===== config.mk =====
export PLATFORM = sky130hd
export DESIGN_NAME = c80x_ctrl
export DESIGN_NICKNAME = d
export VERILOG_FILES = /design/src/hw/rtl/c80x_pkg.sv /design/src/hw/rtl/c80x_ctrl.sv
export SDC_FILE = /design/constraint.sdc
export NUM_CORES = 1
export LEC_CHECK = 0
export BUFFER_PORTS_ARGS = -buffer_cell sky130_fd_sc_hd__buf_2
export CAP_MARGIN = 5
export CORE_AREA = 2 2 39 41
export CTS_CLUSTER_DIAMETER = 200
export DETAILED_ROUTE_END_ITERATION = 10
export DIE_AREA = 0 0 41 43
export GPL_ROUTABILITY_DRIVEN = 0
export SYNTH_ARGS = -nofsm -noshare
export SYNTH_HDL_FRONTEND = slang
export SYNTH_SLANG_ARGS = --single-unit

===== constraint.sdc =====
create_clock -name clk -period 1.5 [get_ports clk]
set_input_delay 0.15 -clock clk [delete_from_list [all_inputs] [get_ports clk]]
set_output_delay 0.15 -clock clk [all_outputs]
set_load 0.02 [all_outputs]

===== src/hw/rtl/c80x_pkg.sv =====
// Package for the 8080 subset executor: state codes, command and status structs.
// No dependencies.
package c80x_pkg;

  typedef enum logic [3:0] {
    ST_IDLE,
    ST_LOAD,
    ST_FOP,
    ST_WOP,
    ST_FB1,
    ST_WB1,
    ST_FB2,
    ST_WB2,
    ST_MEM1,
    ST_WMEM1,
    ST_MEM2,
    ST_WMEM2,
    ST_EXEC,
    ST_OUT
  } state_t;

  typedef struct packed {
    logic load_wr;
    logic rd_pc;
    logic rd_pc1;
    logic rd_pc2;
    logic cap_op;
    logic cap_b1;
    logic cap_b2;
    logic mem1;
    logic mem2;
    logic cap_m1;
    logic cap_m2;
    logic exec;
  } cmd_t;

  typedef struct packed {
    logic halted;
    logic need_mem2;
  } stat_t;

  localparam logic [7:0] OP_DAA = 8'h27;
  localparam logic [7:0] OP_HLT = 8'h76;
  localparam logic [7:0] OP_SHLD = 8'h22;
  localparam logic [7:0] OP_LHLD = 8'h2A;
  localparam logic [7:0] OP_STA = 8'h32;
  localparam logic [7:0] OP_LDA = 8'h3A;
  localparam logic [7:0] OP_STAXB = 8'h02;
  localparam logic [7:0] OP_STAXD = 8'h12;
  localparam logic [7:0] OP_LDAXB = 8'h0A;
  localparam logic [7:0] OP_LDAXD = 8'h1A;
  localparam logic [7:0] OP_RLC = 8'h07;
  localparam logic [7:0] OP_RRC = 8'h0F;
  localparam logic [7:0] OP_RAL = 8'h17;
  localparam logic [7:0] OP_RAR = 8'h1F;
  localparam logic [7:0] OP_CMA = 8'h2F;
  localparam logic [7:0] OP_STC = 8'h37;
  localparam logic [2:0] R_M = 3'd6;

endpackage


===== src/hw/rtl/c80x_ctrl.sv =====
// Controller state machine for the executor.
// Depends on c80x_pkg.
module c80x_ctrl import c80x_pkg::*; (
  input  logic  clk,
  input  logic  rst_n,
  input  logic  in_valid,
  output logic  in_ready,
  input  logic  in_kind,
  output logic  out_valid,
  input  logic  out_ready,
  input  stat_t stat,
  output cmd_t  cmd
);
  state_t state_r, state_nxt;

  always_ff @(posedge clk) begin
    if (!rst_n) begin
      state_r <= ST_IDLE;
    end else begin
      state_r <= state_nxt;
    end
  end

  always_comb begin
    state_nxt = state_r;
    unique case (state_r)
      ST_IDLE: begin
        if (in_valid) begin
          if (in_kind) state_nxt = ST_LOAD;
          else if (stat.halted) state_nxt = ST_OUT;
          else state_nxt = ST_FOP;
        end
      end
      ST_LOAD: state_nxt = ST_OUT;
      ST_FOP: state_nxt = ST_WOP;
      ST_WOP: state_nxt = ST_FB1;
      ST_FB1: state_nxt = ST_WB1;
      ST_WB1: state_nxt = ST_FB2;
      ST_FB2: state_nxt = ST_WB2;
      ST_WB2: state_nxt = ST_MEM1;
      ST_MEM1: state_nxt = ST_WMEM1;
      ST_WMEM1: state_nxt = stat.need_mem2 ? ST_MEM2 : ST_EXEC;
      ST_MEM2: state_nxt = ST_WMEM2;
      ST_WMEM2: state_nxt = ST_EXEC;
      ST_EXEC: state_nxt = ST_OUT;
      ST_OUT: if (out_ready) state_nxt = ST_IDLE;
      default: state_nxt = ST_IDLE;
    endcase
  end

  always_comb begin
    cmd = '0;
    in_ready = (state_r == ST_IDLE);
    out_valid = (state_r == ST_OUT);
    unique case (state_r)
      ST_LOAD: cmd.load_wr = 1'b1;
      ST_FOP: cmd.rd_pc = 1'b1;
      ST_WOP: cmd.cap_op = 1'b1;
      ST_FB1: cmd.rd_pc1 = 1'b1;
      ST_WB1: cmd.cap_b1 = 1'b1;
      ST_FB2: cmd.rd_pc2 = 1'b1;
      ST_WB2: cmd.cap_b2 = 1'b1;
      ST_MEM1: cmd.mem1 = 1'b1;
      ST_WMEM1: cmd.cap_m1 = 1'b1;
      ST_MEM2: cmd.mem2 = 1'b1;
      ST_WMEM2: cmd.cap_m2 = 1'b1;
      ST_EXEC: cmd.exec = 1'b1;
      default: cmd = '0;
    endcase
  end
endmodule


Yosys cells after proc, flatten, opt, wreduce, memory -nomap -nowiden:

Index checks and enable logic that the tools add are counted.

* memory bits (writable): 0
* flip-flop bits (word level): 4
* logic and storage cells: 37
* bits in read-only memories: 0
* input port bits: 7
* bits in latches: 0
* memories kept: 0

* multiply operators: 0
* $lt $le $gt $ge: 0
* div/mod/pow operators: 0
* bitwise gates (word level): 0
* reductions and logical operators: 3
* add/sub/neg operators: 0
* equal/unequal tests: 15
* shifts and indexed selects: 0
* mux-type cells: 18

Operator list (number)
* case mux 4 bit (13 select lines): 1
* equality test 4 bit, second input constant: 6
* equality test 4 x 3 -> 1 bit, second input constant: 4
* two-way mux 4 bit: 4
* two-way mux 1 bit: 12
* equality test 4 x 2 -> 1 bit, second input constant: 2
* equality test 4 x 1 -> 1 bit, second input constant: 1
* logical NOT 4 bit: 1
* two-way mux 3 bit: 1
* inequality test 2 x 1 -> 1 bit, second input constant: 1
* inequality test 2 bit, second input constant: 1
* AND reduction 2 bit: 1
* OR reduction 2 bit: 1

Logic depth before layout (Yosys ltp):

Gate-level depths: netlist (run 1).

* depth after elaboration: 4
* mapped depth: 6

Worst setup path before layout (run 1):

Ideal clock, no wire load.

* kind: reg2out
* start point: reg state_r[0]
* end point: out cmd[9] in the netlist's numbering
* arrival time: 1225 ps
* cell stages (with the launch flop): 5
* slack: 125 ps
* required time: 1350 ps
* path buffers: 2
* cells stage by stage: dfxtp_1 > buf_2 > buf_2 > nand2b_1 > nor3_1

RTL lines
* from (decl): RTL line c80x_ctrl.sv:14 `state_t state_r, state_nxt;`
* from (signal assigned): RTL line c80x_ctrl.sv:20 `state_r <= state_nxt;`
* to (decl): RTL line c80x_ctrl.sv:12 `output cmd_t cmd`

==> results of run 1 <==
## tightest hold or removal path, stage by stage
cell and delay [ns]:
buf_2 0.11, o221ai_2 0.08, nor2_1 0.05
## power by group through the flow
| stage | sequential, mW | combinational, mW | clock [mW] |
|---|---|---|---|
| final | 0.358 | 0.701 | 0.125 |
| after global routing | 0.376 | 0.779 | 0.147 |
| after CTS | 0.340 | 0.706 | 0.133 |
| after detailed placement | 0.331 | 0.705 | 0 |
| after global placement | 0.331 | 0.702 | 0 |
| after floorplan | 0.192 | 0.716 | 0 |
## timing repair
action | 4_1_cts | 5_1_grt
cloned | 0 | 0
resized for setup | 4 | 2
pin swaps | 0 | 0
hold endpoints to repair | 0 | 0
endpoints found under the setup margin | 13 | 3
## placed cells by master (no fill, tap or decap)
| master | netlist | layout |
|---|---|---|
| buf_2 | 2 | 20 |
| nor2_1 | 10 | 10 |
| nor3_1 | 7 | 7 |
| o21ai_0 | 5 | 5 |
| nand2_1 | 4 | 4 |
| nand2b_1 | 3 | 3 |
| o21ai_1 | 3 | 3 |
| a21oi_1 | 3 | 3 |
| clkbuf_4 | 0 | 3 |
| inv_1 | 2 | 2 |
| nand3b_1 | 2 | 2 |
| nor2b_1 | 2 | 2 |
| buf_4 | 2 | 2 |
| dfxtp_4 | 0 | 2 |
| dfxtp_2 | 0 | 2 |
| nor4_4 | 1 | 1 |
| nand2_2 | 1 | 1 |
| nor2_2 | 1 | 1 |
| inv_2 | 1 | 1 |
| o221ai_2 | 1 | 1 |
| a21o_1 | 1 | 1 |
| o311ai_1 | 1 | 1 |
| o211a_1 | 1 | 1 |
| o21a_1 | 1 | 1 |
| a211oi_1 | 1 | 1 |
| nor4_1 | 1 | 1 |
| a2bb2oi_1 | 1 | 1 |
## cell type report
| class | count | area (sq um) | share of cell area |
|---|---|---|---|
| Multi-Input combinational cell | 50 | 294.0 | 0.5317 |
| Timing Repair Buffer | 22 | 115.1 | 0.2081 |
| Sequential cell | 4 | 90.09 | 0.1629 |
| Clock buffer | 3 | 22.52 | 0.04072 |
| Tap cell | 16 | 20.02 | 0.03620 |
| Inverter | 3 | 11.26 | 0.02036 |
## cell families after synthesis
kind of cell    count (synthesis)  synth area share
flops                           4            0.1850
compound gates                 18            0.2774
buf+inv                         9            0.1358
simple gates                   32            0.4017
## routing by layer
metal	GRT usage	up-vias
li1	-	261
met1	0.2090	225
met2	0.1656	7
met3	0.05759	0
met4	0.02667	0
met5	0	-
## cell usage after synthesis
master / n / area [sq um]
a211oi_1: 1 / 7.510
a21o_1: 1 / 7.510
a21oi_1: 3 / 15.01
a2bb2oi_1: 1 / 8.760
buf_2: 2 / 10.01
buf_4: 2 / 15.01
buf_6: 2 / 22.52
dfxtp_1: 4 / 80.08
inv_1: 2 / 7.510
inv_2: 1 / 3.750
nand2_1: 4 / 15.01
nand2_2: 1 / 6.260
nand2b_1: 3 / 18.77
nand3b_1: 2 / 15.01
nor2_1: 10 / 37.54
nor2_2: 1 / 6.260
nor2b_1: 2 / 12.51
nor3_1: 7 / 35.03
nor4_1: 1 / 6.260
nor4_4: 1 / 21.27
o211a_1: 1 / 10.01
o21a_1: 1 / 7.510
o21ai_0: 5 / 25.02
o21ai_1: 3 / 15.01
o221ai_2: 1 / 15.01
o311ai_1: 1 / 8.760
## worst max-delay path by stage
stage / from / endpoint / slack (ns) / cells after the start
after floorplan: state_r[0]$_SDFFE_PN0P_ / cmd[9] / 0.12 / 4
after global placement: state_r[2]$_SDFFE_PN0P_ / state_r[1]$_SDFFE_PN0P_ / 0.10 / 4
after detailed placement: state_r[1]$_SDFFE_PN0P_ / cmd[5] / 0.11 / 3
after CTS: state_r[0]$_SDFFE_PN0P_ / cmd[5] / 0.06 / 4
after global routing: state_r[2]$_SDFFE_PN0P_ / cmd[11] / 0.01 / 4
final: state_r[3]$_SDFFE_PN0P_ / cmd[4] / 0.12 / 3
## per-stage QoR
stage,cell area [sq um],std cells,utilization,worst slack (ns)
after floorplan,432.9,63,-,0.1245
after global placement,520.5,95,0.3761,0.1031
after detailed placement,520.5,95,0.3761,0.1116
after CTS,548.0,98,0.3960,0.06079
after global routing,553.0,98,0.3996,0.01491
final,553.0,98,0.3996,0.1224
==> out/qor.txt, run 1 <==
Clock Tree Root -> clkbuf_4
Register-to-Register Path Depth -> 4
VDD IR max -> 782.0 uV
Worst path cell trace -> nand2b_1 > nor3_1 > buf_2
Hold Vio Cnt, Final -> 0
Reg2reg end -> state_r[0]$_SDFFE_PN0P_
IO buf count -> 20
Largest regs -> state_r x4
Share of layout cells above drive strength 1 -> 0.4146
Post-synthesis register bit count -> 4
Mapped Area -> 432.9 sq um
Syn Inst Count -> 63
Register area share after synthesis -> 0.1850
Clock share of power -> 0.105
Top Layer Used -> met3
CP top delay family -> flip-flops
Critical-path maximum fanout -> 14
Cell internal pwr -> 0.5768 mW
Slew HR -> 0.7949
Biggest register -> state_r
Power Total -> 1.184 mW
Filler cells -> 152
Fin Setup TNS -> 0 ns
Status -> finished clean
Final setup viols -> 0
Power Density -> 2141 nW/um^2
Logic pwr share -> 0.592
R2r setup slk -> 0.27 ns
H-tree lvl count -> 1
Gr ovfl total -> 0
Mean Syn Cell Area -> 6.872 sq um
Die area -> 1763 sq um
Vias per cell -> 5.031
Post-CTS Setup Bufs -> 0
Max cap viols -> 0
TritonCTS clock tree -> done
Pin count of the biggest net entering global routing -> 17
Overall Global Routing Usage -> 0.1335
CTS sink cnt -> 4
Vias in the first global route -> 406
DRC errors left -> 0
WP data arrival -> 1.23 ns
Nets -> 91
Average wire per standard cell -> 10.65 um
Sw power -> 0.6071 mW
Max FFs per register -> 4
CP Class -> flop to output pin
First-pass GRT wire length -> 1711 um
Hold Slack -> 0.2097 ns
WL met2 -> 467 um
Layout area overhead -> 27.75%
Initial antenna violation count -> 0
Clk_skew -> 0.001882 ns
Worst path bufs/invs -> 1
Syn nets -> 70
Worst Tran Pin Value -> 0.3076 ns
DRT iter0 DRCs -> 10
N_diodes -> 0
Crit share post-route -> 0.9184
DP HPWL -> 799 um
Unique masters post-synth -> 26
Clk slew on worst S/H paths -> 0.03 ns
Met3 wire length -> 48 um
CTS max path bufs -> 2
Net Sw Frac -> 0.5128
Pins Over Slew Limit -> 0
Reg-to-Reg Start -> state_r[1]$_SDFFE_PN0P_
CP Capture Type -> output pin
CTS Buf Count -> 3
Die height -> 43 um
Starting Density -> 0.3128
Fmax -> 0.7259 GHz
DRT antenna net count -> 0
Hold Path Cell Cnt -> 3
WL met1 -> 528 um
Reg power frac -> 0.302
Die Width -> 41 um
Critical Path Max Stage Delay -> 0.49 ns
# hold bufs at CTS -> 0
IO Pins -> 21
Crit path time final -> 1.378 ns
Worst-Skew Late Latency -> 0.23 ns
Startpoint class of the critical path -> flop
Final wirelength -> 1044 um
Worst endpoint required time -> 1.35 ns
DR pass1 iterations -> 4
Worst Hold Class -> input port to flop
Leak -> 0.2567 nW
Synth Warn # -> 0
Row count -> 14
Worst Hold End -> state_r[1]$_SDFFE_PN0P_
HP Start -> rst_n
DR vias -> 493
Core area -> 1384 sq um
Unrepaired setup endpoints after global routing -> no
CP max stage cell -> dfxtp_2
No activity file was read; power rests on OpenSTA's default activity.
==> run 2, diff against run 1 <==
Settings changed: ABC_AREA set to 1.
==> run 2 against run 1 <==
Combinational power grew 6.4%. Critical path depth grew 1. Maximum frequency shrank 3.0%. Sequential cell count is the same. Synthesized area shrank 12%. Register-to-register slack lost 0.08 ns. Wire length shrank 2.1%. Die area is the same. Non-clock buffer count shrank 2. Sequential share of layout area shrank 1.1 points. Via count grew 7.1%. Critical endpoint is now in_ready. Largest cell class unchanged. Largest power group unchanged.
==> out/qor.txt, run 2 <==
Worst endpoint required time -> 1.35 ns
Leak -> 0.3825 nW
Worst path cell trace -> nor2_1 > nand2_1 > inv_2 > buf_2
Layout area overhead -> 37.25%
Sw power -> 0.5990 mW
Worst-Skew Late Latency -> 0.23 ns
Final wirelength -> 1022 um
TritonCTS clock tree -> done
Syn nets -> 85
H-tree lvl count -> 1
CP Capture Type -> output pin
CP max stage cell -> dfxtp_1
Syn Inst Count -> 78
Unrepaired setup endpoints after global routing -> yes
Max cap viols -> 0
CTS sink cnt -> 4
Most common cell in the netlist -> nand2_1
Worst Tran Pin Value -> 0.3432 ns
Mapped Area -> 382.9 sq um
N_diodes -> 0
Synth Area in XOR/XNOR -> 0
Net Sw Frac -> 0.5548
Filler cells -> 163
Pins Over Slew Limit -> 0
VDD IR max -> 647.6 uV
Post-synthesis register bit count -> 4
Clk_skew -> 0.0001671 ns
CTS max path bufs -> 2
Row count -> 14
Synth cell count leaders -> nand2_1, inv_1, nor2_1
Register area share after synthesis -> 0.2092
DRT antenna net count -> 0
Synth top area cells -> nand2_1, dfxtp_1, inv_1
Critical Path Start -> state_r[1]$_SDFFE_PN0P_
Worst path depth -> 4
Synth Warn # -> 0
Largest regs -> state_r x4
Core area -> 1384 sq um
DP HPWL -> 892.1 um
Average wire per standard cell -> 8.735 um
Die area -> 1763 sq um
CTS Buf Count -> 3
Async set-reset flop share out of synthesis -> 0
Overall Global Routing Usage -> 0.1284
Clock share of power -> 0.119
Complex-gate fraction of the synthesized area -> 0.1013
Max FFs per register -> 4
DR vias -> 528
Core Util, Final -> 0.3797
Slew HR -> 0.7703
Critical-path maximum fanout -> 6
Fmax -> 0.7041 GHz
Reg-to-Reg Start -> state_r[1]$_SDFFE_PN0P_
Cell internal pwr -> 0.4807 mW
DR pass1 iterations -> 4
R2r setup slk -> 0.19 ns
CP top delay family -> simple AND/OR/NAND/NOR gates
CP Class -> flop to output pin
Area leader, netlist -> nand2_1
Crit share post-route -> 0.9468
Vias per cell -> 4.513
Share of layout cells above drive strength 1 -> 0.2376
Clock Tree Root -> clkbuf_4
First-pass GRT wire length -> 1518 um
Commonest non-fill, non-tap cell in the layout -> nand2_1
Mean Syn Cell Area -> 4.909 sq um
Clk slew on worst S/H paths -> 0.03 ns
Status -> finished clean
Register-to-Register Path Depth -> 6
Hold Vio Cnt, Final -> 0
# hold bufs at CTS -> 0
Logic pwr share -> 0.691
Crit path time final -> 1.420 ns
Reg power frac -> 0.190
Starting Density -> 0.2767
Die height -> 43 um
Power Density -> 2055 nW/um^2
Critical Path Sink -> in_ready
Fin Setup TNS -> 0 ns
Worst Hold Class -> input port to flop
Hold Slack -> 0.1777 ns
Post-synthesis adder-cell area fraction -> 0
Reg2reg end -> state_r[3]$_SDFFE_PN0P_
Startpoint class of the critical path -> flop
Most used DFF post-synth -> dfxtp_1
Nets -> 110
DRC errors left -> 0
Initial antenna violation count -> 0
Unique masters post-synth -> 11
Number of flops mapped to enable cells by yosys -> 0
Biggest register -> state_r
Worst path bufs/invs -> 2
Critical Path Max Stage Delay -> 0.34 ns
Post-synthesis simple-gate area fraction -> 0.5033
Die Width -> 41 um
Mux contribution to synthesized area -> 0
IO buf count -> 20
Pin count of the biggest net entering global routing -> 7
WP data arrival -> 1.27 ns
Gr ovfl total -> 0
Power Total -> 1.080 mW
DRT iter0 DRCs -> 16
Most frequent cells in the layout -> nand2_1, buf_2, inv_1, nor2_1, nand3_1
Vias in the first global route -> 427
Yosys top cell area share -> 0.2157
Largest family of logic cells by synthesized area -> simple AND/OR/NAND/NOR gates
Final setup viols -> 0
IO Pins -> 21
[run 2: cell count changes in the layout (fill, tap and decap cells not counted), moves of 2 or more]
cell | before | now
nand2b_1 | 3 | 0
buf_4 | 2 | 0
nor3_1 | 7 | 1
dfxtp_1 | 0 | 4
nand3_1 | 0 | 6
nor2b_1 | 2 | 0
nand2_1 | 4 | 22
o21ai_0 | 5 | 3
dfxtp_2 | 2 | 0
nor2_1 | 10 | 18
dfxtp_4 | 2 | 0
o21ai_1 | 3 | 0
inv_1 | 2 | 18
[run 2: worst min-delay path by stage]
stage / startpoint / end / slack [ns] / cells after the start
floorplan: rst_n / state_r[1]$_SDFFE_PN0P_ / 0.31 / 2
global placement: rst_n / state_r[1]$_SDFFE_PN0P_ / 0.42 / 3
detailed placement: rst_n / state_r[1]$_SDFFE_PN0P_ / 0.41 / 3
CTS: rst_n / state_r[1]$_SDFFE_PN0P_ / 0.17 / 3
global route: rst_n / state_r[1]$_SDFFE_PN0P_ / 0.20 / 3
finish: rst_n / state_r[1]$_SDFFE_PN0P_ / 0.18 / 3
[run 2: layer usage]
layer  wire [um]  global-route usage  vias up
met1         415              0.1378      216
met5           0                   0        -
met2         499              0.2094       30
met4           8              0.1000        0
met3          99             0.01571        2
li1            -                   -      280
[run 2: what timing repair did]
item,4_1_cts,5_1_grt
setup buffers,0,0
gates resized for setup,0,0
endpoints found under the setup margin,0,1
[run 2: worst min-delay path, stage by stage]
cell and delay [ns]:
buf_2 0.07, inv_1 0.06, nor2_1 0.09
[run 2: final cells by class]
type / count / area, sq um / area share
flip-flops and latches: 4 / 80.08 / 0.1524
inverters: 19 / 71.32 / 0.1357
clock buffers: 3 / 22.52 / 0.04286
repair buffers: 20 / 100.1 / 0.1905
multi-input cells: 55 / 231.5 / 0.4405
well taps: 16 / 20.02 / 0.03810
[run 2: power by group through the flow]
stage                     logic [mW]  clock network (mW)  registers, mW
after floorplan                0.561                   0          0.196
after global placement         0.746                   0          0.205
after detailed placement       0.746                   0          0.206
after CTS                      0.748               0.135          0.204
after global routing           0.841               0.139          0.211
final                          0.746               0.129          0.205
[run 2: through the flow]
step	instances	setup slack, ns	area, sq um
after floorplan	78	0.1285	382.9
after global placement	114	0.1814	503.0
after detailed placement	114	0.2084	503.0
after CTS	117	0.1011	525.5
after global routing	117	-0.007762	525.5
final	117	0.07979	525.5
[run 2: cell families (layout without fill, tap and decap cells)]
kind of cell	count (synthesis)	after routing
DFF	4	4
and+or+nand+nor	48	48
AOI/OAI and AO/OA	7	7
buffers and inverters	19	42
==> run 3, diff against run 2 <==
Settings changed: CELL_PAD_IN_SITES_DETAIL_PLACEMENT set to 1, CELL_PAD_IN_SITES_GLOBAL_PLACEMENT set to 1, CORE_AREA 2 2 39 41 to not set, CORE_UTILIZATION set to 24, DIE_AREA 0 0 41 43 to not set, PLACE_DENSITY_LB_ADDON set to 0.1, SLEW_MARGIN set to 20.
==> run 3 against run 2 <==
Sequential share of layout area shrank 0.35 points. Clock skew grew 0.0089 ns. Global-route usage grew 2.9 points. Hold slack lost 0.0047 ns. Critical path depth grew 1. Combinational power grew 3.1%. Critical path type unchanged. Worst setup slack gained 0.013 ns.
==> out/qor.txt, run 3 (same netlist as run 2, synthesis figures left out) <==
Status -> finished clean
Gr ovfl total -> 0
Leak -> 0.3842 nW
Clk_skew -> 0.009116 ns
Die height -> 41.94 um
Critical Path Max Stage Delay -> 0.38 ns
Critical-path maximum fanout -> 4
HP Start -> rst_n
Starting Density -> 0.2542
Worst path depth -> 5
IO buf count -> 20
WP data arrival -> 1.26 ns
VDD IR max -> 693.3 uV
Biggest register -> state_r
Row count -> 14
CP Capture Type -> output pin
DRT antenna net count -> 0
Pin count of the biggest net entering global routing -> 7
Initial antenna violation count -> 0
Vias in the first global route -> 497
DR pass1 iterations -> 2
Vias per cell -> 4.846
TritonCTS clock tree -> done
Worst Hold Class -> input port to flop
Worst Hold End -> state_r[0]$_SDFFE_PN0P_
Register-to-Register Path Depth -> 7
Worst-Skew Late Latency -> 0.25 ns
CTS Buf Count -> 3
Pins Over Slew Limit -> 0
CP top delay family -> flip-flops
Clk slew on worst S/H paths -> 0.05 ns
First-pass GRT wire length -> 2097 um
Worst Tran Pin Value -> 0.2514 ns
# hold bufs at CTS -> 0
PnR worst setup slack -> 0.09247 ns
Max cap viols -> 0
Max FFs per register -> 4
N_diodes -> 0
Worst endpoint required time -> 1.35 ns
CP most frequent cell -> inv_1
CP Class -> flop to output pin
Hold Path Cell Cnt -> 3
Pre-CTS setup slack -> 0.1692 ns
DR vias -> 567
Most frequent cells in the layout -> nand2_1, buf_2, inv_1, nor2_1, nand3_1
Crit path time final -> 1.408 ns
Worst path cell trace -> inv_1 > nor2_1 > nand2_1 > inv_1 > buf_2
Worst path bufs/invs -> 3
Final wirelength -> 1294 um
Die area -> 1759 sq um
Nets -> 110
DRC errors left -> 0
Reg-to-Reg Start -> state_r[3]$_SDFFE_PN0P_
Fmax -> 0.7105 GHz
Slew HR -> 0.8322
Post-CTS Setup Bufs -> 0
Final setup viols -> 0
Unrepaired setup endpoints after global routing -> yes
Average wire per standard cell -> 11.06 um
Die Width -> 41.94 um
DP HPWL -> 1114 um
Core area -> 1506 sq um
DRT iter0 DRCs -> 6
Power Density -> 2111 nW/um^2
IO Pins -> 21
Clock Tree Root -> clkbuf_4
Power Total -> 1.136 mW
Reg2reg end -> state_r[2]$_SDFFE_PN0P_
Overall Global Routing Usage -> 0.1569
Layout area overhead -> 40.52%
Largest regs -> state_r x4
CP max stage cell -> dfxtp_1
Core Util, Final -> 0.3571
R2r setup slk -> 0.21 ns
Crit share post-route -> 0.9384
CTS sink cnt -> 4
Startpoint class of the critical path -> flop
CTS max path bufs -> 2
Share of layout cells above drive strength 1 -> 0.2772
Commonest non-fill, non-tap cell in the layout -> nand2_1
H-tree lvl count -> 1
Hold Vio Cnt, Final -> 0
run 3: area by class of cell:
cell class,count,area (sq um)
Fill cell,239,968.4
Multi-Input combinational cell,55,244.0
Timing Repair Buffer,20,100.1
Sequential cell,4,80.08
Inverter,19,71.32
Clock buffer,3,22.52
Tap cell,16,20.02
run 3: worst register-to-register path: cells and delay by family, from the launching register on:
family,cells,cell delay [ns]
flops,1,0.42
buf+inv,1,0.10
compound gates,2,0.14
simple gates,4,0.51
run 3: worst max path at each step:
stage,from,to
after floorplan,state_r[3]$_SDFFE_PN0P_,state_r[0]$_SDFFE_PN0P_
after global placement,state_r[1]$_SDFFE_PN0P_,state_r[3]$_SDFFE_PN0P_
after detailed placement,state_r[1]$_SDFFE_PN0P_,state_r[3]$_SDFFE_PN0P_
after CTS,state_r[1]$_SDFFE_PN0P_,in_ready
after global routing,state_r[2]$_SDFFE_PN0P_,cmd[8]
final,state_r[2]$_SDFFE_PN0P_,cmd[6]
run 3: repair_timing:
action,CTS,global route
hold endpoints to repair,0,0
setup endpoints to repair,0,9
resized for setup,0,4
run 3: per-layer routing:
metal	wire length, um	vias to the layer above	global-route usage
li1	-	283	-
met1	585	266	0.1952
met2	634	16	0.2563
met3	50	2	0.03043
met4	23	0	0.07742
met5	0	-	0
run 3: where the power goes:
group | internal (mW) | switching, mW | leakage [nW]
sequential | 0.154 | 0.0658 | 0.0329
combinational | 0.246 | 0.523 | 0.337
clock | 0.0904 | 0.0570 | 0.0138
total | 0.490 | 0.646 | 0.384
run 3: metrics by stage:
step           hold WS [ns]  setup TNS (ns)  cells  area (sq um)
2_1_floorplan        0.3116               0     78         382.9
3_3_place_gp         0.4249               0    114         503.0
3_5_place_dp         0.4316               0    114         503.0
4_1_cts              0.1779               0    117         525.5
5_1_grt              0.2011         -0.1149    117         538.0
6_report             0.1731               0    117         538.0
